**src/timetable_earliest_arrival_macros.svh**
```systemverilog
// assertion macros shared by the timetable earliest-arrival rtl
`ifndef TIMETABLE_EARLIEST_ARRIVAL_MACROS_SVH
`define TIMETABLE_EARLIEST_ARRIVAL_MACROS_SVH

// same-cycle implication, off while reset is asserted
`define TEA_ASSERT_IMP(lbl, clk_s, rst_s, ante, cons) \
	lbl: assert property (@(posedge clk_s) disable iff (!rst_s) (ante) |-> (cons)) \
		else $error("tea check failed");

// next-cycle implication, off while reset is asserted
`define TEA_ASSERT_NXT(lbl, clk_s, rst_s, ante, cons) \
	lbl: assert property (@(posedge clk_s) disable iff (!rst_s) (ante) |=> (cons)) \
		else $error("tea check failed");

`endif

```
**src/tea_ram.sv**
```systemverilog
// generic simple dual-read ram with one write port and registered reads
module tea_ram #(
	parameter int WIDTH = 8,
	parameter int DEPTH = 256
) (
	input  logic                     clk,
	input  logic                     we,
	input  logic [$clog2(DEPTH)-1:0] waddr,
	input  logic [WIDTH-1:0]         wdata,
	input  logic [$clog2(DEPTH)-1:0] raddr_a,
	output logic [WIDTH-1:0]         rdata_a,
	input  logic [$clog2(DEPTH)-1:0] raddr_b,
	output logic [WIDTH-1:0]         rdata_b
);

	logic [WIDTH-1:0] mem [DEPTH];

	// write port
	always_ff @(posedge clk) begin
		if (we) begin
			mem[waddr] <= wdata;
		end
	end

	// registered reads, old data on a same-edge write
	always_ff @(posedge clk) begin
		rdata_a <= mem[raddr_a];
		rdata_b <= mem[raddr_b];
	end

endmodule

```
**config.mk**
```make
export PLATFORM = sky130hd
export DESIGN_NAME = tea_ram
export DESIGN_NICKNAME = d
export VERILOG_FILES = /design/src/timetable_earliest_arrival_macros.svh /design/src/tea_ram.sv
export SDC_FILE = /design/constraint.sdc
export NUM_CORES = 2
export LEC_CHECK = 0
export BUFFER_PORTS_ARGS = -buffer_cell sky130_fd_sc_hd__buf_4
export CAP_MARGIN = 20
export CORE_MARGIN = 4
export CORE_UTILIZATION = 55
export DETAILED_ROUTE_END_ITERATION = 10
export GPL_TIMING_DRIVEN = 0
export PLACE_DENSITY = 0.8
export REMOVE_ABC_BUFFERS = 1
export SLEW_MARGIN = 20
export SYNTH_ARGS = -nofsm -noshare
export SYNTH_HDL_FRONTEND = slang
export SYNTH_SLANG_ARGS = --single-unit
```
**constraint.sdc**
```tcl
create_clock -name clk -period 3.37 [get_ports clk]
set_input_delay 0.337 -clock clk [delete_from_list [all_inputs] [get_ports clk]]
set_output_delay 0.337 -clock clk [all_outputs]
set_load 0.03 [all_outputs]
```
Yosys cells after proc, flatten, opt, wreduce, memory -nomap -nowiden
Memories as Yosys holds them, arrays and structs flattened. A register that Yosys moved wholly into a read port is not among the register bits.
Cells that the tools add are included.
{ "op_classes": {"muxes": 2} }
{ "ops": {"columns": ["op", "n"], "rows": [
  ["$mux W1", 2]
]} }
{ "word_totals": {"ff_bits": 0, "mem_bits_rw": 2048, "input_bits": 34, "out_inout_bits": 16, "memories": 1} }
{ "mem_list": {"columns": ["name", "words", "width", "rd", "rd_clocked_by_memory_dff", "write_ports", "line", "source"], "rows": [
  ["mem", 256, 8, 2, 2, 1, "tea_ram.sv:16", "logic [WIDTH-1:0] mem [DEPTH];"]
]} }

Longest topological paths before layout
{ "depth": {"depth_word": 2, "mapped_depth": 12} }

Least setup slack after synthesis
OpenSTA, ideal clock, no wires.
{ "synth_timing": {"kind": "input to register", "from": "input port raddr_b[0]", "to": "register rdata_b[0], read port of mem", "setup_time_ns": 0.140, "arrival_time_ns": 2.238, "t_required_ns": 3.230, "setup_slack_ns": 0.992, "path_stages": 9, "path_cell_list": "buf_4 -> buf_6 -> buf_2 -> mux4_2 -> mux4_2 -> nand2_1 -> a21oi_1 -> a21oi_1 -> a221oi_2"} }
{ "synth_lines": {"columns": ["item", "line", "source"], "rows": [
  ["start, declared", "tea_ram.sv:12", "input logic [$clog2(DEPTH)-1:0] raddr_b,"],
  ["end, declared", "tea_ram.sv:13", "output logic [WIDTH-1:0] rdata_b"]
]} }

==> results.md <==
* Fill count at 11500
* Minimum clock period at 3.45 ns
* Max Root-Sink Buffers at 3
* Cell area after synthesis at 97000 sq um
* Vias in the first global route at 56000
* Switching part of the total at 23.1%
* All-Layer GR Usage at 31.2%
* Nets at 4833
* Total die area at 183000 sq um
* Max H-tree Level at 4
* Synth unique cells at 65
* Headroom to the max-slew limit at 17.8%
* Share of cells above drive strength 1 at 33.0%
* Drt pass-1 iters at 7
* Leak pwr at 33.0 nW
* Largest net degree at the start of global routing at 137
* Failing checks: negative setup slack
* Dominant synthesized flop cell: edfxtp_1
* VDD IR max at 0.407 mV
* Power share of the clock group at 40.2%
* Critical path capture point type: register
* Die X at 428 um
* Antenna viol nets, final at 0
* Via count at 56100
* CTS tree: done
* Clock buffer count from CTS at 201
* Power Dens Cells at 521 nW/um^2
* Max Freq at 290 MHz
* Crit share post-route at 102%
* Die Ht at 428 um
* Area taken by multi-input logic gates at 33100 sq um
* Total power at 55.8 mW
* Starting DRT DRC Count at 9659
* Crit path kind: in2reg
* CTS sink cnt at 2064
* Worst Hold Slack at 0.0200 ns
* Yosys warns at 0
* Fin cells at 7308
* Syn_area_per_cell at 20.0 sq um
* Reg area at 61800 sq um
* Sequential share of power at 50.8%
* Cells after Synth at 4847
* Routed wire per std cell at 39.5 um
* Internal at 42.9 mW
* Initial Util at 55.5%
* # IOs at 50
* PnR worst setup slack at -0.0804 ns
* Number of synthesized flops with an enable pin at 2048
* Final core utilization at 61.3%
* Initial antenna violation count at 11
* Max-cap violations at 0
* Min-delay worst type: in2reg
* Arrival @ worst endpoint at 4.15 ns
* Endpoints failing hold at 0
* Sequential element share of the synthesized area at 63.7%
* Hold depth at 1
* # Post-CTS Setup Buffers at 0
* CP Max Fanout at 72
* RSZ-0062 raised after global routing: false
* RePlAce Congestion at 0.911
* Drt via density at 7.68
* Req. time, crit path at 4.07 ns
* P&R area growth vs syn at 10.3%
* Crit path launch type: input pin
* Final WL at 289 mm
* Gr ovfl total at 0
* Sw Pwr at 12.9 mW
* Slew Limit Fails at 0
* Placed cells at 6904
* Worst Skew at 0.0395 ns
* Logic gate share of total power at 9.0%
* Detailed placer's ending HPWL at 175 mm
* Worst Tran Pin Value at 1.23 ns
* Core ar. at 175000 sq um
* FF-to-FF path depth at 6
* Setup violators final at 5
* Clock Pin Slew Worst Setup and Hold Paths at 0.06 ns
* Synth async-reset ratio at 0%
* # DRC at 0
* CTS root buf: clkbuf_16
* Clk_lat worst skew at 0.85 ns
* First-pass GRT wire length at 410 mm
* Port Buffers at 49
* Status: finished with violations
* DP Worst Slack at -2.26 ns
* # rows at 153
* Register bit count reported by yosys at 2064
==> metrics by stage <==
stage               setup TNS [ns]  area, sq um
floorplan                    -1.89        94300
global placement          -1100.58        97600
detailed placement          -23.94        99800
CTS                              0       107000
global route                     0       107000
finish                      -0.273       107000
==> power groups by stage <==
stage	combinational (mW)	clock [mW]	sequential [mW]
finish	5.00	22.4	28.4
CTS	4.82	22.4	28.4
detailed placement	4.67	0	28.9
floorplan	2.03	0	29.0
global route	5.10	23.6	28.3
global placement	5.20	0	28.9
==> placed cells by master (no fill, tap or decap), types with 19 or more instances in the layout <==
cell type	n
a21oi_1	77
a221oi_1	32
a22o_1	22
a22oi_1	61
buf_16	56
buf_4	36
clkbuf_1	49
clkbuf_16	210
clkinv_1	41
clkinv_2	35
diode_2	19
edfxtp_1	2048
mux2_2	38
mux2i_1	235
mux4_2	1051
nand2_1	111
nand3_1	43
nor2_1	250
nor2_2	47
nor2b_1	19
o21ai_0	33
o221ai_1	62
o22ai_1	47
==> repair_timing <==
| action | CTS | global route |
|---|---|---|
| hold buffers | 5 | 0 |
| hold endpoints to repair | 212 | 0 |
| pin swaps | 2 | 0 |
| setup endpoints to repair | 16 | 15 |
| gates cloned | 6 | 3 |
| resized for setup | 43 | 16 |
==> worst paths after layout <==
kind	start	end	slack (ns)
max reg2reg	mem[30][1]	rdata_a[1]	0.22
min reg2reg	mem[128][2]	rdata_b[2]	1.23
min	wdata[4]	mem[215][4]	0.02
max	raddr_b[1]	rdata_b[7]	-0.08
==> flip-flops by register name, summed over array words and instances, names as in the netlist <==
name	cells
mem	2048
rdata_a	8
rdata_b	8
==> cell families after synthesis <==
group                  synth area share, %
AO/OA/AOI/OAI                         3.54
buffers and inverters                 2.73
flip-flops                            63.7
multiplexers                          27.3
AND/OR/NAND/NOR                       2.70
==> area by class of cell <==
| cell class | instances | share of cell area, % |
|---|---|---|
| diodes | 19 | 0.0444 |
| clock buffers | 258 | 5.04 |
| clock inverters | 110 | 0.980 |
| inverters | 6 | 0.0386 |
| multi-input cells | 2382 | 30.9 |
| flip-flops and latches | 2064 | 57.8 |
| well taps | 2325 | 2.72 |
| repair buffers | 144 | 2.49 |
==> metal layers <==
metal,track usage [%],share of wire [%],routed length [um]
met5,0,0.036,105
met4,16.0,6.3,18300
met2,47.0,46,134000
met1,41.1,32,93300
met3,10.3,15,43500
==> worst max-delay path: stages <==
cell and delay (ns):
buf_8 0.21, buf_16 0.40, buf_16 0.38, buf_16 0.39, nand2_8 0.28, o221ai_1 0.43
o22ai_1 0.19, a211oi_2 0.59, a211oi_2 0.23, a311oi_4 0.48
==> synth_stat cells (8+ instances only) <==
library cell	number	area, sq um
o211ai_1	13	97.6
buf_12	8	160
nor2b_1	27	169
and2_1	12	75.1
a22oi_1	62	465
nand4_1	13	81.3
nand3_1	52	260
mux2_2	38	428
buf_2	104	521
a211oi_1	28	210
a21oi_1	79	395
buf_1	25	93.8
a2bb2oi_1	9	78.8
a22o_1	22	193
o31ai_1	11	82.6
edfxtp_1	2048	61500
nor3_1	21	105
buf_6	44	495
o22ai_1	48	300
a221o_1	10	100
o21ai_0	34	170
mux2i_1	236	2360
buf_8	35	526
a221oi_1	32	280
nand2_1	114	428
dfxtp_1	16	320
clkbuf_1	137	514
buf_4	42	315
o221ai_1	65	569
nor2_1	298	1120
mux4_2	1051	23700
nand2b_1	11	68.8
(Power assumes the default switching activity.)
