<file path="src/timetable_earliest_arrival_macros.svh">
// assertion macros shared by the timetable earliest-arrival rtl
`ifndef TIMETABLE_EARLIEST_ARRIVAL_MACROS_SVH
`define TIMETABLE_EARLIEST_ARRIVAL_MACROS_SVH

// same-cycle implication, off while reset is asserted
`define TEA_ASSERT_IMP(lbl, clk_s, rst_s, ante, cons) \
	lbl: assert property (@(posedge clk_s) disable iff (!rst_s) (ante) |-> (cons)) \
		else $error("tea check failed");

// next-cycle implication, off while reset is asserted
`define TEA_ASSERT_NXT(lbl, clk_s, rst_s, ante, cons) \
	lbl: assert property (@(posedge clk_s) disable iff (!rst_s) (ante) |=> (cons)) \
		else $error("tea check failed");

`endif

</file>
<file path="src/tea_pkg.sv">
// shared constants, types and hour arithmetic for the earliest-arrival block
package tea_pkg;

	localparam int HOURS_PER_DAY = 24;
	localparam int RES_W         = 5;
	localparam int EP_W          = 8;
	localparam int OUT_TIME_W    = 24;
	localparam int STOP_W        = 8;
	localparam int TRAV_W        = 10;
	localparam int HOUR_W        = 5;
	localparam int CFG_DATA_W    = 8;
	localparam int CFG_IDX_W     = 1;

	// epoch tags; tag zero marks a swept entry and is never current
	localparam logic [EP_W-1:0] EP_FIRST = EP_W'(1);
	localparam logic [EP_W-1:0] EP_LAST  = '1;

	// register indexes
	localparam logic [CFG_IDX_W-1:0] REG_START_HOUR = CFG_IDX_W'(0);
	localparam logic [CFG_IDX_W-1:0] REG_STOP_COUNT = CFG_IDX_W'(1);

	typedef struct packed {
		logic [OUT_TIME_W-1:0] arr_time;
		logic                  unreach;
	} res_t;

	typedef struct packed {
		logic s1_final;
		logic s2_final;
	} pipe_stat_t;

	// value below 72 reduced to hour of day
	function automatic logic [RES_W-1:0] mod24_lt72(input logic [6:0] x);
		logic [6:0] y;
		y = x;
		if (y >= 7'(2 * HOURS_PER_DAY))
			y = y - 7'(2 * HOURS_PER_DAY);
		if (y >= 7'(HOURS_PER_DAY))
			y = y - 7'(HOURS_PER_DAY);
		return y[RES_W-1:0];
	endfunction

	// travel hours mod 24: low three bits plus eight times (upper bits mod 3)
	function automatic logic [RES_W-1:0] mod24_trav(input logic [TRAV_W-1:0] t);
		logic [3:0] s;
		s = 4'(t[4:3]) + 4'(t[6:5]) + 4'(t[8:7]) + 4'(t[9]);
		if (s >= 4'd6)
			s = s - 4'd6;
		if (s >= 4'd3)
			s = s - 4'd3;
		return RES_W'({s[1:0], t[2:0]});
	endfunction

endpackage

</file>
<file path="src/tea_outq.sv">
// two-entry result queue between the lookup stage and the result channel
`include "timetable_earliest_arrival_macros.svh"

module tea_outq (
	input  logic          clk,
	input  logic          arst_n,
	input  logic          push,
	input  tea_pkg::res_t push_data,
	output logic          valid,
	input  logic          ready,
	output tea_pkg::res_t data,
	output logic [1:0]    cnt
);

	import tea_pkg::*;

	logic v0_q;
	logic v1_q;
	res_t e0_q;
	res_t e1_q;
	logic pop;
	logic ld0_in;
	logic ld0_up;
	logic ld1_in;

	assign pop = v0_q && ready;

	// where a pushed beat lands and whether the tail moves up
	always_comb begin
		ld0_up = pop && v1_q;
		ld0_in = push && (!v0_q || (pop && !v1_q));
		ld1_in = push && v0_q && (v1_q || !pop);
	end

	// occupancy
	always_ff @(posedge clk or negedge arst_n) begin
		if (!arst_n) begin
			v0_q <= 1'b0;
			v1_q <= 1'b0;
		end else begin
			v0_q <= ld0_in || ld0_up || (v0_q && !pop);
			v1_q <= ld1_in || (v1_q && !pop);
		end
	end

	// entries
	always_ff @(posedge clk) begin
		if (ld0_up) begin
			e0_q <= e1_q;
		end else if (ld0_in) begin
			e0_q <= push_data;
		end
		if (ld1_in) begin
			e1_q <= push_data;
		end
	end

	assign valid = v0_q;
	assign data  = e0_q;
	assign cnt   = 2'(v0_q) + 2'(v1_q);

	`TEA_ASSERT_IMP(a_no_overflow, clk, arst_n, push && v1_q, pop)
	`TEA_ASSERT_IMP(a_fill_order, clk, arst_n, v1_q, v0_q)

endmodule

</file>
<file path="config.mk">
export PLATFORM = sky130hd
export DESIGN_NAME = tea_outq
export DESIGN_NICKNAME = d
export VERILOG_FILES = /design/src/tea_pkg.sv /design/src/tea_outq.sv
export VERILOG_INCLUDE_DIRS = /design/src /design/src/src
export SDC_FILE = /design/constraint.sdc
export NUM_CORES = 1
export LEC_CHECK = 0
export BUFFER_PORTS_ARGS = -buffer_cell sky130_fd_sc_hd__buf_2
export CORE_MARGIN = 3
export CORE_UTILIZATION = 55
export DETAILED_ROUTE_END_ITERATION = 12
export HOLD_SLACK_MARGIN = 0.1
export PLACE_DENSITY = 0.95
export SKIP_LAST_GASP = 1
export SLEW_MARGIN = 20
export SYNTH_ARGS = -nofsm -noshare
export SYNTH_HDL_FRONTEND = slang
export SYNTH_SLANG_ARGS = --single-unit
</file>
<file path="constraint.sdc">
create_clock -name clk -period 4.6 [get_ports clk]
set_clock_uncertainty 0.05 [all_clocks]
set_input_delay 1.15 -clock clk [delete_from_list [all_inputs] [get_ports clk]]
set_output_delay 1.15 -clock clk [all_outputs]
set_load 0.1 [all_outputs]
</file>
Word-level counts from Yosys, hierarchy flattened
Cells that the tools add are included.

cells by class
  reductions and logical operators = 17
  add/sub/neg operators = 1
  muxes and demuxes = 2

operators by type and width
  cell                 count
  $mux W25             2
  $logic_and A1 B1 Y1  8
  $logic_or A1 B1 Y1   5
  $logic_not A1 Y1     3
  $add A1 B1 Y2        1
  $reduce_bool A2 Y1   1

storage, ports and cells
  output and inout port bits = 28
  input bits = 29
  flip-flop bits (word level) = 52

Logic depth before layout (Yosys ltp)
  depth in word-level cells = 6
  gate-level depth with buffers = 3
  gate-level depth less buffers = 3

Worst setup path before layout
Ideal clock, no wire load.

  path type = flip-flop to output port
  start point = reg v0_q (netlist: valid)
  end point = out cnt[1]
  path slack = 1.459 ns
  path buffers = 0
  stages on the path, launching flop included = 2
  arrival time = 1.941 ns
  path through = dfrtp_1 ha_1

between the ends
  cells in the longest elaborated chain, start to end = 1

ends and longest elaborated chain
  what                    RTL line        RTL
  from (decl)             tea_outq.sv:17  logic v0_q;
  from (signal assigned)  tea_outq.sv:41  v0_q <= ld0_in || ld0_up || (v0_q && !pop);
  $add A1 B1 Y2           tea_outq.sv:60  assign cnt = 2'(v0_q) + 2'(v1_q);
  to (decl)               tea_outq.sv:12  output logic [1:0] cnt

No other way between the ends.

Final worst setup path
  start point = reg v0_q (netlist: valid)
  end point = out cnt[0]

Same word-level chain as after synthesis.

==> results.toml <==
[timing]
setup_viol = 0
rsz0062_at_grt = "no"
drv_slew = 0
clock.fmax_ghz = 0.371
fin_crit_ns = 2.69
slew_headroom = 0.535
fin_setup_tns_ns = 0
worstMarginPinSlew_ns = 0.696
final_hold_viol_count = 0
period_share = 0.585
fin_ws_ns = 1.91

[cts]
cts_buffer_depth = 2
clock_sinks = 52
postCtsHoldBufs = 0
clkLatencyLatePin_ns = 0.30
cts_made_buffers = 5
tritoncts = "yes"
root_buffer = "clkbuf_8"
path_clk_slew_ns = 0.08
h-tree-depth = 2
cts_resized = 0
cts_setup_buffers = 0

[synthesis]
synthDistinctLibCells = 13
syn_nets = 123
synth.yosys.seq_area_share = 0.771
synth-seq-cells = 52
syn_area_mm2 = 0.00201
yosysWarnings = 0
syn_area_per_cell_um2 = 21.6
yosysTopAreaCell = "edfxtp_1"
synthCells = 93
synth.top_cell.area_share = 0.746
synthTopCellsByArea = "edfxtp_1, mux2_4, mux2_2"

[setup_path]
endpoint_kind = "output pin"
path_depth = 2
crit_chain = "ha_1, buf_2"
critPathMaxStageDelay_ns = 0.47
reg2regPathDepth = 2
cp-start-kind = "register"
crit_arrival_ns = 1.49
r2r_end = "e1_q[23]$_DFFE_PP_"
path_max_fanout = 7
cp.required_ns = 3.40
rrSetupSlack_ns = 2.88
reg2reg_from = "valid$_DFF_PN0_"
path_delay_family = "flip-flops"
critPathBufInv = 1
critPathKind = "register to output pin"
cp_slowest_cell = "dfrtp_1"

[global_routing]
grt_overflow = 0
grt_pass1_vias = 998
grt_pass1_wl_um = 5150
antenna_found_initial = 0
grt_max_degree = 26
track_usage = 0.168

[drt]
drt-total-wl_um = 3380
drt_first_pass_iters = 4
first_iter_violations = 104
drc_errors = 0
viasPerCell = 5.07
final_antenna_net_count = 0
vias = 1019
wl_per_cell_um = 16.8

[floorplanning]
core-area_mm2 = 0.00344
chipWidth_um = 66.5
dieArea_mm2 = 0.00442
start_util = 0.585
io_pins = 57
row_count = 21
die_h_um = 66.5

[worst_hold_path]
worstHoldStart = "e1_q[6]$_DFFE_PP_"
min_to = "data[6]$_DFFE_PP_"
hold_depth = 1
hold_class = "register to register"

[place]
portBuffers = 56
dp_hpwl_um = 2490
dp_slack_ns = 1.73
gp_congestion = 0.726
place_area_mm2 = 0.00233

[finish]
final_cell_area_mm2 = 0.00245
area_growth_pct = 21.7
drive_gt1_frac = 0.581
fin_util = 0.711
layout_commonest_cell = "buf_2"
final_cell_mix = "buf_2, edfxtp_1, mux2_4"
fill_cells = 212
num_antenna_cells = 0
nNetsFinal = 184

[pwr]
power_density_mw_per_mm2 = 495
ir_drop_uv = 320
power_mw = 1.21
p_leak_nw = 1.02

[job]
cap_viol_max_count = 0

[outcome]
status = "complete, no violations"
worst max-delay path by stage:
stage	from	end
after floorplan	valid$_DFF_PN0_	cnt[1]
after global placement	ready	e1_q[3]$_DFFE_PP_
after detailed placement	ready	e1_q[2]$_DFFE_PP_
after CTS	valid$_DFF_PN0_	cnt[0]
after global routing	v1_q$_DFF_PN0_	cnt[0]
final	valid$_DFF_PN0_	cnt[0]
power by group:
part | internal (mW) | total, mW | switching [mW]
clock network | 0.158 | 0.296 | 0.138
registers | 0.575 | 0.589 | 0.0148
logic | 0.0649 | 0.326 | 0.261
final cells by class:
cell class,count,area [µm²],area share
Sequential cell,52,1550,0.634
Multi-Input combinational cell,37,445,0.182
Timing Repair Buffer,56,280,0.114
Clock buffer,5,68.8,0.0281
Tap cell,46,57.6,0.0235
Clock inverter,3,37.5,0.0153
Inverter,2,7.51,0.00307
registers in the layout, indices dropped and copies added (netlist names):
register / cells
valid: 1
v1_q: 1
e1_q: 25
data: 25
Yosys cell counts:
master and count:
nand2_1 2, mux2_4 20, inv_1 2, dfrtp_1 2, mux2_2 5, buf_6 2, o21ai_0 1, a21oi_1 2
nand3_4 1, nor2b_1 1, nor2_1 4, ha_1 1, edfxtp_1 50
layer usage:
metal / global-route usage / routed length (µm) / vias to the layer above
met5: 0 / 0 / -
met4: 0.0787 / 72 / 0
met1: 0.194 / 1320 / 489
met3: 0.0573 / 220 / 7
met2: 0.281 / 1770 / 44
li1: - / - / 479
cells by family (layout without fill, tap and decap cells):
group / after synthesis / after routing / synth area share
fa+ha+maj: 1 / 1 / 0.00622
flops: 52 / 52 / 0.771
compound gates: 3 / 3 / 0.00746
buf+inv: 4 / 66 / 0.0149
simple gates: 8 / 8 / 0.0230
mux: 25 / 25 / 0.177
through the flow:
step	instances	hold WS, ns
after floorplan	93	0.475
after global placement	193	0.481
after detailed placement	193	0.484
after CTS	201	0.504
after global routing	201	0.505
final	201	0.502
Power figures use the tool's default switching activity.
