`src/timetable_earliest_arrival_macros.svh`:
```
// assertion macros shared by the timetable earliest-arrival rtl
`ifndef TIMETABLE_EARLIEST_ARRIVAL_MACROS_SVH
`define TIMETABLE_EARLIEST_ARRIVAL_MACROS_SVH

// same-cycle implication, off while reset is asserted
`define TEA_ASSERT_IMP(lbl, clk_s, rst_s, ante, cons) \
	lbl: assert property (@(posedge clk_s) disable iff (!rst_s) (ante) |-> (cons)) \
		else $error("tea check failed");

// next-cycle implication, off while reset is asserted
`define TEA_ASSERT_NXT(lbl, clk_s, rst_s, ante, cons) \
	lbl: assert property (@(posedge clk_s) disable iff (!rst_s) (ante) |=> (cons)) \
		else $error("tea check failed");

`endif

```
`src/tea_pkg.sv`:
```
// shared constants, types and hour arithmetic for the earliest-arrival block
package tea_pkg;

	localparam int HOURS_PER_DAY = 24;
	localparam int RES_W         = 5;
	localparam int EP_W          = 8;
	localparam int OUT_TIME_W    = 24;
	localparam int STOP_W        = 8;
	localparam int TRAV_W        = 10;
	localparam int HOUR_W        = 5;
	localparam int CFG_DATA_W    = 8;
	localparam int CFG_IDX_W     = 1;

	// epoch tags; tag zero marks a swept entry and is never current
	localparam logic [EP_W-1:0] EP_FIRST = EP_W'(1);
	localparam logic [EP_W-1:0] EP_LAST  = '1;

	// register indexes
	localparam logic [CFG_IDX_W-1:0] REG_START_HOUR = CFG_IDX_W'(0);
	localparam logic [CFG_IDX_W-1:0] REG_STOP_COUNT = CFG_IDX_W'(1);

	typedef struct packed {
		logic [OUT_TIME_W-1:0] arr_time;
		logic                  unreach;
	} res_t;

	typedef struct packed {
		logic s1_final;
		logic s2_final;
	} pipe_stat_t;

	// value below 72 reduced to hour of day
	function automatic logic [RES_W-1:0] mod24_lt72(input logic [6:0] x);
		logic [6:0] y;
		y = x;
		if (y >= 7'(2 * HOURS_PER_DAY))
			y = y - 7'(2 * HOURS_PER_DAY);
		if (y >= 7'(HOURS_PER_DAY))
			y = y - 7'(HOURS_PER_DAY);
		return y[RES_W-1:0];
	endfunction

	// travel hours mod 24: low three bits plus eight times (upper bits mod 3)
	function automatic logic [RES_W-1:0] mod24_trav(input logic [TRAV_W-1:0] t);
		logic [3:0] s;
		s = 4'(t[4:3]) + 4'(t[6:5]) + 4'(t[8:7]) + 4'(t[9]);
		if (s >= 4'd6)
			s = s - 4'd6;
		if (s >= 4'd3)
			s = s - 4'd3;
		return RES_W'({s[1:0], t[2:0]});
	endfunction

endpackage

```
`src/tea_pipe.sv`:
```
// relax stage with write forwarding, and final-stop lookup stage
`include "timetable_earliest_arrival_macros.svh"

module tea_pipe #(
	parameter int IDX_W     = 8,
	parameter int TIME_BITS = 24
) (
	input  logic                              clk,
	input  logic                              arst_n,
	input  logic                              acc,
	input  logic                              rel_ok,
	input  logic [IDX_W-1:0]                  orig_idx,
	input  logic [IDX_W-1:0]                  dest_idx,
	input  logic [tea_pkg::HOUR_W-1:0]        dep_hour,
	input  logic [tea_pkg::TRAV_W-1:0]        trav,
	input  logic [tea_pkg::RES_W-1:0]         trav_res,
	input  logic                              fin,
	input  logic [tea_pkg::HOUR_W-1:0]        start_hour,
	input  logic [IDX_W-1:0]                  fin_idx,
	input  logic                              fin_ok,
	input  logic [tea_pkg::EP_W-1:0]          epoch,
	input  logic [tea_pkg::EP_W+tea_pkg::RES_W+TIME_BITS-1:0] rd_a,
	input  logic [tea_pkg::EP_W+tea_pkg::RES_W+TIME_BITS-1:0] rd_b,
	output logic                              wr_en,
	output logic [IDX_W-1:0]                  wr_addr,
	output logic [tea_pkg::EP_W+tea_pkg::RES_W+TIME_BITS-1:0] wr_data,
	output tea_pkg::pipe_stat_t               stat,
	output logic                              res_valid,
	output tea_pkg::res_t                     res
);

	import tea_pkg::*;

	localparam int SUM_W = TIME_BITS + 12;
	localparam logic [RES_W-1:0] SAT_RES =
		RES_W'(((64'd1 << TIME_BITS) - 64'd1) % 64'(HOURS_PER_DAY));

	// stage 1 registers
	logic                  v_s1;
	logic                  fin_s1;
	logic                  ok_s1;
	logic [IDX_W-1:0]      oidx_s1;
	logic [IDX_W-1:0]      didx_s1;
	logic [HOUR_W-1:0]     dep_s1;
	logic [TRAV_W-1:0]     trav_s1;
	logic [RES_W-1:0]      tres_s1;
	logic                  v_s2;

	// last write, for forwarding into the next read
	logic                  wq_en_q;
	logic [IDX_W-1:0]      wq_addr_q;
	logic [TIME_BITS-1:0]  wq_time_q;
	logic [RES_W-1:0]      wq_res_q;

	logic                  fwd_o;
	logic                  fwd_d;
	logic                  fwd_f;
	logic                  o_reach;
	logic [TIME_BITS-1:0]  o_time;
	logic [RES_W-1:0]      o_res;
	logic                  d_reach;
	logic [TIME_BITS-1:0]  d_time;
	logic                  f_reach;
	logic [TIME_BITS-1:0]  f_time;
	logic [RES_W-1:0]      hod;
	logic [RES_W-1:0]      wait_h;
	logic [SUM_W-1:0]      sum;
	logic                  sat;
	logic [TIME_BITS-1:0]  t_new;
	logic [RES_W-1:0]      r_new;
	logic                  upd;

	// valid bits for both stages and the forwarding write enable
	always_ff @(posedge clk or negedge arst_n) begin
		if (!arst_n) begin
			v_s1    <= 1'b0;
			v_s2    <= 1'b0;
			wq_en_q <= 1'b0;
		end else begin
			v_s1    <= acc;
			v_s2    <= v_s1 && fin_s1;
			wq_en_q <= upd;
		end
	end

	// stage 1 payload and forwarding payload
	always_ff @(posedge clk) begin
		if (acc) begin
			fin_s1  <= fin;
			ok_s1   <= rel_ok;
			oidx_s1 <= orig_idx;
			didx_s1 <= dest_idx;
			dep_s1  <= dep_hour;
			trav_s1 <= trav;
			tres_s1 <= trav_res;
		end
		wq_addr_q <= didx_s1;
		wq_time_q <= t_new;
		wq_res_q  <= r_new;
	end

	// origin entry, forwarded from the last write; stop one is always at zero
	always_comb begin
		fwd_o   = wq_en_q && (wq_addr_q == oidx_s1);
		o_time  = fwd_o ? wq_time_q : rd_a[TIME_BITS-1:0];
		o_res   = fwd_o ? wq_res_q : rd_a[TIME_BITS +: RES_W];
		o_reach = fwd_o || (rd_a[TIME_BITS+RES_W +: EP_W] == epoch);
		if (oidx_s1 == '0) begin
			o_time  = '0;
			o_res   = '0;
			o_reach = 1'b1;
		end
	end

	// destination entry
	always_comb begin
		fwd_d   = wq_en_q && (wq_addr_q == didx_s1);
		d_time  = fwd_d ? wq_time_q : rd_b[TIME_BITS-1:0];
		d_reach = fwd_d || (rd_b[TIME_BITS+RES_W +: EP_W] == epoch);
		if (didx_s1 == '0) begin
			d_time  = '0;
			d_reach = 1'b1;
		end
	end

	// hour of day, wait, arrival and the relax decision
	always_comb begin
		hod    = mod24_lt72(7'(start_hour) + 7'(o_res));
		wait_h = mod24_lt72(7'(HOURS_PER_DAY) - 7'(hod) + 7'(dep_s1));
		sum    = SUM_W'(o_time) + SUM_W'(trav_s1) + SUM_W'(wait_h);
		sat    = |sum[SUM_W-1:TIME_BITS];
		t_new  = sat ? '1 : sum[TIME_BITS-1:0];
		r_new  = sat ? SAT_RES : mod24_lt72(7'(o_res) + 7'(wait_h) + 7'(tres_s1));
		upd    = v_s1 && ok_s1 && o_reach && (!d_reach || (t_new < d_time));
	end

	assign wr_en   = upd;
	assign wr_addr = didx_s1;
	assign wr_data = {epoch, r_new, t_new};

	// stage 2: final stop was read on port a at the end of stage 1
	always_comb begin
		fwd_f   = wq_en_q && (wq_addr_q == fin_idx);
		f_time  = fwd_f ? wq_time_q : rd_a[TIME_BITS-1:0];
		f_reach = fwd_f || (rd_a[TIME_BITS+RES_W +: EP_W] == epoch);
		if (fin_idx == '0) begin
			f_time  = '0;
			f_reach = 1'b1;
		end
		res.unreach  = !(fin_ok && f_reach);
		res.arr_time = (fin_ok && f_reach) ? OUT_TIME_W'(f_time) : '0;
	end

	assign res_valid     = v_s2;
	assign stat.s1_final = v_s1 && fin_s1;
	assign stat.s2_final = v_s2;

	`TEA_ASSERT_IMP(a_no_home_write, clk, arst_n, wr_en, wr_addr != '0)
	`TEA_ASSERT_IMP(a_bubble_after_final, clk, arst_n, v_s2, !v_s1)

endmodule

```
`config.mk`:
```
export PLATFORM = sky130hd
export DESIGN_NAME = tea_pipe
export DESIGN_NICKNAME = d
export VERILOG_FILES = /design/src/tea_pkg.sv /design/src/tea_pipe.sv
export VERILOG_INCLUDE_DIRS = /design/src /design/src/src
export SDC_FILE = /design/constraint.sdc
export NUM_CORES = 1
export LEC_CHECK = 0
export BUFFER_PORTS_ARGS = -buffer_cell sky130_fd_sc_hd__buf_2
export CAP_MARGIN = 20
export CELL_PAD_IN_SITES_DETAIL_PLACEMENT = 1
export CELL_PAD_IN_SITES_GLOBAL_PLACEMENT = 1
export CORE_MARGIN = 5
export CORE_UTILIZATION = 42
export DETAILED_ROUTE_END_ITERATION = 12
export GPL_TIMING_DRIVEN = 0
export PLACE_DENSITY_LB_ADDON = 0.1
export SETUP_SLACK_MARGIN = 0.05
export SLEW_MARGIN = 20
export SYNTH_ARGS = -nofsm -noshare
export SYNTH_HDL_FRONTEND = slang
export SYNTH_SLANG_ARGS = --single-unit
```
`constraint.sdc`:
```
create_clock -name clk -period 35.5 [get_ports clk]
set_clock_uncertainty 0.1 [all_clocks]
set_input_delay 5.325 -clock clk [delete_from_list [all_inputs] [get_ports clk]]
set_output_delay 5.325 -clock clk [all_outputs]
set_load 0.02 [all_outputs]
```
======== Yosys cells after proc, flatten, opt, wreduce, memory -nomap -nowiden ========
Index checks and enable logic that the tools add are counted.
Widths: inputs -> output; s select.
cells by class
  add/sub/neg operators ................... 13
  reduce and logical (&&, ||, !) cells .... 18
  equality and inequality tests ........... 5
  muxes and demuxes ....................... 20
  magnitude comparators ................... 7
operator list
  operator             count
  $mux 24              8
  $eq 8x8->1           5
  $mux 5               6
  $add 25x5->26        1
  $add 24x10->25       1
  $logic_not 8->1      3
  $lt 24x24->1         1
  $ge 7x5->1 const B   3
  $mux 7               3
  $sub 5x5->5 const B  3
  $ge 7x6->1 const B   2
  $sub 7x6->7 const B  2
  $add 5x5->6          2
  $reduce_or 12->1     1
  $logic_and 1x1->1    8
  $add 6x5->7          1
  $add 6x6->7          1
  $sub 6x6->7 const B  1
  $ge 6x6->1 const B   1
  $sub 5x5->6 const A  1
  $logic_or 1x1->1     4
  $mux 1               3
  $logic_not 1->1      2
word-level totals
  input bits .............................. 137
  flip-flop bits (word level) ............. 78
  output and inout port bits .............. 74
  logic and storage cells ................. 76

======== Longest topological paths before layout ========
  word-level depth ........................ 22
  depth in mapped cells ................... 57
  gate-level depth less buffers ........... 54

======== Worst setup path after synthesis ========
Ideal clock, no wire load.
  path type ............................... input port to output port
  start point ............................. in rd_a[25] (netlist bit)
  end point ............................... out wr_en
  path slack .............................. 14.708 ns
  arrival time ............................ 15.367 ns
  path buffers ............................ 1
  required time ........................... 30.075 ns
  cell stages on the path ................. 49
  path through ............................ nand2_1 -> a21oi_1 -> xor2_1 -> ha_1 -> nor2_1 -> nand4_1 -> a2111oi_2 -> nor4_1 -> nor3_1 -> ha_1 -> o41ai_1 -> nor2_1 -> xnor2_1 -> ha_1 -> nand2_1 -> nor2_1 -> a211oi_1 -> o21ai_0 -> (+13 left out) -> a21oi_1 -> o21ai_0 -> a21oi_1 -> or3_1 -> clkbuf_1 -> o21ai_0 -> ha_1 -> a21o_1 -> a21o_1 -> a21o_1 -> a21o_1 -> a21o_1 -> a21o_1 -> a21oi_1 -> o21ai_0 -> a21oi_1 -> o21ai_0 -> o21ai_1
between the ends
  cells in the longest elaborated chain, start to end .. 19
  elaborated cells between the ends (all ways) .. 23
  classes of those cells .................. add/sub: 8; order compare: 5; mux: 7; reduce/logical: 3
ends and longest elaborated chain
  element                                           RTL line                      text
  from (decl)                                       tea_pipe.sv:22                input logic [tea_pkg::EP_W+tea_pkg::RES_W+TIME_BITS-1:0] rd_a,
  $mux 5 *                                          tea_pipe.sv:106               o_res = fwd_o ? wq_res_q : rd_a[TIME_BITS +: RES_W];
  $mux 5 *                                          tea_pipe.sv:108               if (oidx_s1 == '0) begin
  $add 5x5->6 *                                     tea_pipe.sv:128               hod = mod24_lt72(7'(start_hour) + 7'(o_res));
  $sub 6x6->7 / $ge 6x6->1 (equally long branches)  tea_pkg.sv:37, tea_pkg.sv:36
  $mux 7 *                                          tea_pkg.sv:36                 if (y >= 7'(2 * HOURS_PER_DAY))
  $ge 7x5->1 / $sub 5x5->5 (equally long branches)  tea_pkg.sv:38, tea_pkg.sv:39
  $mux 5 *                                          tea_pkg.sv:38                 if (y >= 7'(HOURS_PER_DAY))
  $sub 5x5->6 *                                     tea_pipe.sv:129               wait_h = mod24_lt72(7'(HOURS_PER_DAY) - 7'(hod) + 7'(dep_s1));
  (+4 left out)                                     --
  $mux 5 *                                          tea_pkg.sv:38
  $add 25x5->26 *                                   tea_pipe.sv:130               sum = SUM_W'(o_time) + SUM_W'(trav_s1) + SUM_W'(wait_h);
  $reduce_or 12->1                                  tea_pipe.sv:131               sat = |sum[SUM_W-1:TIME_BITS];
  $mux 24 *                                         tea_pipe.sv:132               t_new = sat ? '1 : sum[TIME_BITS-1:0];
  named net wr_data, one bit                        tea_pipe.sv:26                output logic [tea_pkg::EP_W+tea_pkg::RES_W+TIME_BITS-1:0] wr_data,
  $lt 24x24->1 *                                    tea_pipe.sv:134               upd = v_s1 && ok_s1 && o_reach && (!d_reach || (t_new < d_time));
  $logic_or 1x1->1 *                                tea_pipe.sv:134
  $logic_and 1x1->1 *                               tea_pipe.sv:134
  to (decl)                                         tea_pipe.sv:24                output logic wr_en,
The timed path passes the listed nets; every way through them passes the cells marked *.

======== Final worst setup path ========
  start point ............................. in rd_a[25] (netlist bit)
  end point ............................... out wr_en
between the ends
  cells in the longest elaborated chain, start to end .. 19
  elaborated cells between the ends (all ways) .. 23
  classes of those cells .................. add/sub: 8; order compare: 5; mux: 7; reduce/logical: 3
ends and longest elaborated chain
  element                                           RTL line
  $mux 5 *                                          tea_pipe.sv:106
  $mux 5 *                                          tea_pipe.sv:108
  $add 5x5->6 *                                     tea_pipe.sv:128
  $sub 6x6->7 / $ge 6x6->1 (equally long branches)  tea_pkg.sv:37, tea_pkg.sv:36
  $mux 7 *                                          tea_pkg.sv:36
  $ge 7x5->1 / $sub 5x5->5 (equally long branches)  tea_pkg.sv:38, tea_pkg.sv:39
  $mux 5 *                                          tea_pkg.sv:38
  $sub 5x5->6 *                                     tea_pipe.sv:129
  (+3 left out)                                     --
  $ge 7x5->1 / $sub 5x5->5 (equally long branches)  tea_pkg.sv:38, tea_pkg.sv:39
  $mux 5 *                                          tea_pkg.sv:38
  $add 25x5->26 *                                   tea_pipe.sv:130
  $reduce_or 12->1                                  tea_pipe.sv:131
  $mux 24 *                                         tea_pipe.sv:132
  $lt 24x24->1 *                                    tea_pipe.sv:134
  $logic_or 1x1->1 *                                tea_pipe.sv:134
  $logic_and 1x1->1 *                               tea_pipe.sv:134
Every way passes the cells marked *; elsewhere a longest branch is shown, timed or not.

==> metrics <==
status finished, final reports clean; I/O Buffers ~200; Endpoint, Worst Hold wq_addr_q[0]; IO Count around 210; post-route cell area 8360 um2; vias in the first global route a little under 7k; async set-reset flop share out of synthesis under 10%; Final HPWL DP approximately 19000 um; final setup fails 0; reg2reg setup slack 20530 ps; Final Cycle Share 65.7%; Pwr per Cell Area 98.5 nW/um2; DRC violations left 0; Post-CTS Setup Inserts 0; distinct cell type count after synthesis 71; Site Rows 46; Buffers & Inverters on Critical Path 4; WP data arrival ~18000 ps; DR vias 6449; drt pass-1 iters 5; Hold Path Origin wr_addr[0]; Congestion Overflow GR 0; CP dominant cell by count a21oi_1; critical path startpoint rd_a[25]; crit path time final around 23000 ps; Final TNS setup 0 ps; top-count cell post-synth nand2_1; CTS clk-pin slew, worst paths 70 ps; DR iter-0 viols roughly 320; Critical Path Fanout Max 10; die area 18600 um2; Yosys top cell by area edfxtp_1; Wirelength per Cell between 15 and 20 um; Die H ~140 um; CP peak stage delay 620 ps; Layout area overhead 24.5%; top cell type's share of synthesized area 17.0%; Die Width 136 um; family with the most delay on the worst path compound AO/OA/AOI/OAI gates; routability cong. between 0.8 and 0.9; Slew HR 38.4%; final max-slew violation count 0; worst-margin pin slew 924 ps; total CTS buffers 9; Hold WC Path Type flip-flop to flip-flop; sequential share of the synthesized area approximately 30%; max_cap viols 0; post-CTS resize count 0; slowest cell on the critical path a211oi_1; post-synthesis area per instance 8.97 um2; Lkg Pwr 3.82 nW; Cell Area, Placed 8030 um2; initial core utilization 42.6%; Worst Setup End Kind output port; CTS Root Buffer Type clkbuf_16; CTS tree built; Worst setup SP type input pin; Post-synth top flop edfxtp_1; FILL cells approximately 2k; Clock Latency Late Sink 360 ps; layout cell share with drive strength beyond 1 between 20% and 30%; unrepaired setup endpoints after global routing false; Core Util, Final 53.0%; gr usage total 25.2%; CTS Hold Buffers Added 0; register bit total from synthesis 78; Achievable Freq 42.9 MHz; CTS HTree Levels 3; core area 15800 um2; final WL approximately 23000 um; initial antenna violation count 2; largest net degree at the start of global routing 40; CP required around 30000 ps; YS warnings 0; via-per-instance ratio ~5.4; WS Path Type input pin to output port; Fin. Hold Viols 0; first-pass GRT wire length 36200 um; clock sinks 78; Peak VDD IR roughly 0.14 mV; R2R cell count between 50 and 60; number of synthesized flops with an enable pin 38; Critical R2R Launch oidx_s1[4]; Nets around 1.2k; Post-DRT Antenna Nets 0; Worst R2R End wq_en_q; Synth Cell Area 6720 um2; hold path depth 0; Mapped Nets 957; most instantiated cells after synthesis 80 x nand2_1, 60 x ha_1, 48 x nor2_1, 48 x o21ai_0, 43 x xnor2_1; Post-Syn Instances 749; largest cells by area after synthesis edfxtp_1 17%, ha_1 11%, dfxtp_1 11%, mux2i_1 6.0%, xnor2_1 5.6%; Max clock buf depth 2
placed cells by master, fill, tap and decap left out, types with 14 or more instances in the layout:
master    count
buf_2       209
nand2_1      80
ha_1         60
o21ai_0      48
nor2_1       48
xnor2_1      43
inv_1        41
mux2i_1      40
a21oi_1      38
edfxtp_1     38
dfxtp_1      37
xor2_1       27
mux2_2       25
clkbuf_1     21
a21o_1       17
nand3_1      14
cell families after synthesis:
kind of cell	after synthesis	synth area share, %
mux	66	10.4
compound gates	162	15.4
simple gates	222	16.0
buf+inv	78	5.07
flops	78	29.1
xor+xnor	71	9.37
fa+ha+maj	72	14.6
final cells by class:
class | instances | area (um2) | area share (%)
clock buffer | 9 | 225 | 2.69
inverter | 41 | 154 | 1.84
antenna | 2 | 5.00 | 0.0599
sequential | 78 | 1960 | 23.4
timing repair buffer | 205 | 1030 | 12.3
clock inverter | 7 | 104 | 1.24
buffer | 37 | 186 | 2.23
tap | 216 | 270 | 3.23
multi-input combinational | 593 | 4430 | 53.0
per-layer routing:
metal  wire, um  vias up  global-route usage [%]
met1       9770     3119                    31.5
met4        559        0                    8.17
met2      11300      176                    43.6
li1           -     3121                       -
met3       1220       33                    5.14
met5          0        -                       0
worst register-to-register path: cells and delay by family (launching register included):
family                     cells  cell delay (ps)
AOI/OAI and AO/OA             28             6760
and+or+nand+nor               13             2560
buffers and inverters          5             2310
adders and majority gates      7             2210
xor gates and xnor gates       2              500
DFF                            1              410
per-stage QoR:
stage	hold WS [ps]	setup slack (ps)	total power [mW]	instances
floorplan	447	14710	0.551	749
CTS	342	12200	0.838	1186
global placement	317	12420	0.712	1169
global route	357	11060	0.906	1188
finish	334	12170	0.823	1188
detailed placement	326	12270	0.727	1170
how the worst max path moves through the flow:
| stage | to | slack (ps) | cells past startpoint |
|---|---|---|---|
| floorplan | wr_en | 14710 | 49 |
| global placement | wr_en | 12420 | 53 |
| detailed placement | wr_en | 12270 | 53 |
| CTS | wr_en | 12200 | 53 |
| global route | wr_en | 11060 | 53 |
| finish | wr_en | 12170 | 53 |
registers in the layout, summed over array words and instances, names as in the netlist:
name       flops
wr_addr        8
wq_time_q     24
res_valid      1
wq_addr_q      8
oidx_s1        8
wq_res_q       5
trav_s1       10
v_s1           1
wq_en_q        1
fin_s1         1
dep_s1         5
tres_s1        5
ok_s1          1
report_power, final:
group	internal (mW)	switching, mW
sequential	0.115	0.0124
combinational	0.231	0.359
clock	0.0626	0.0430
(Power assumes the default switching activity.)
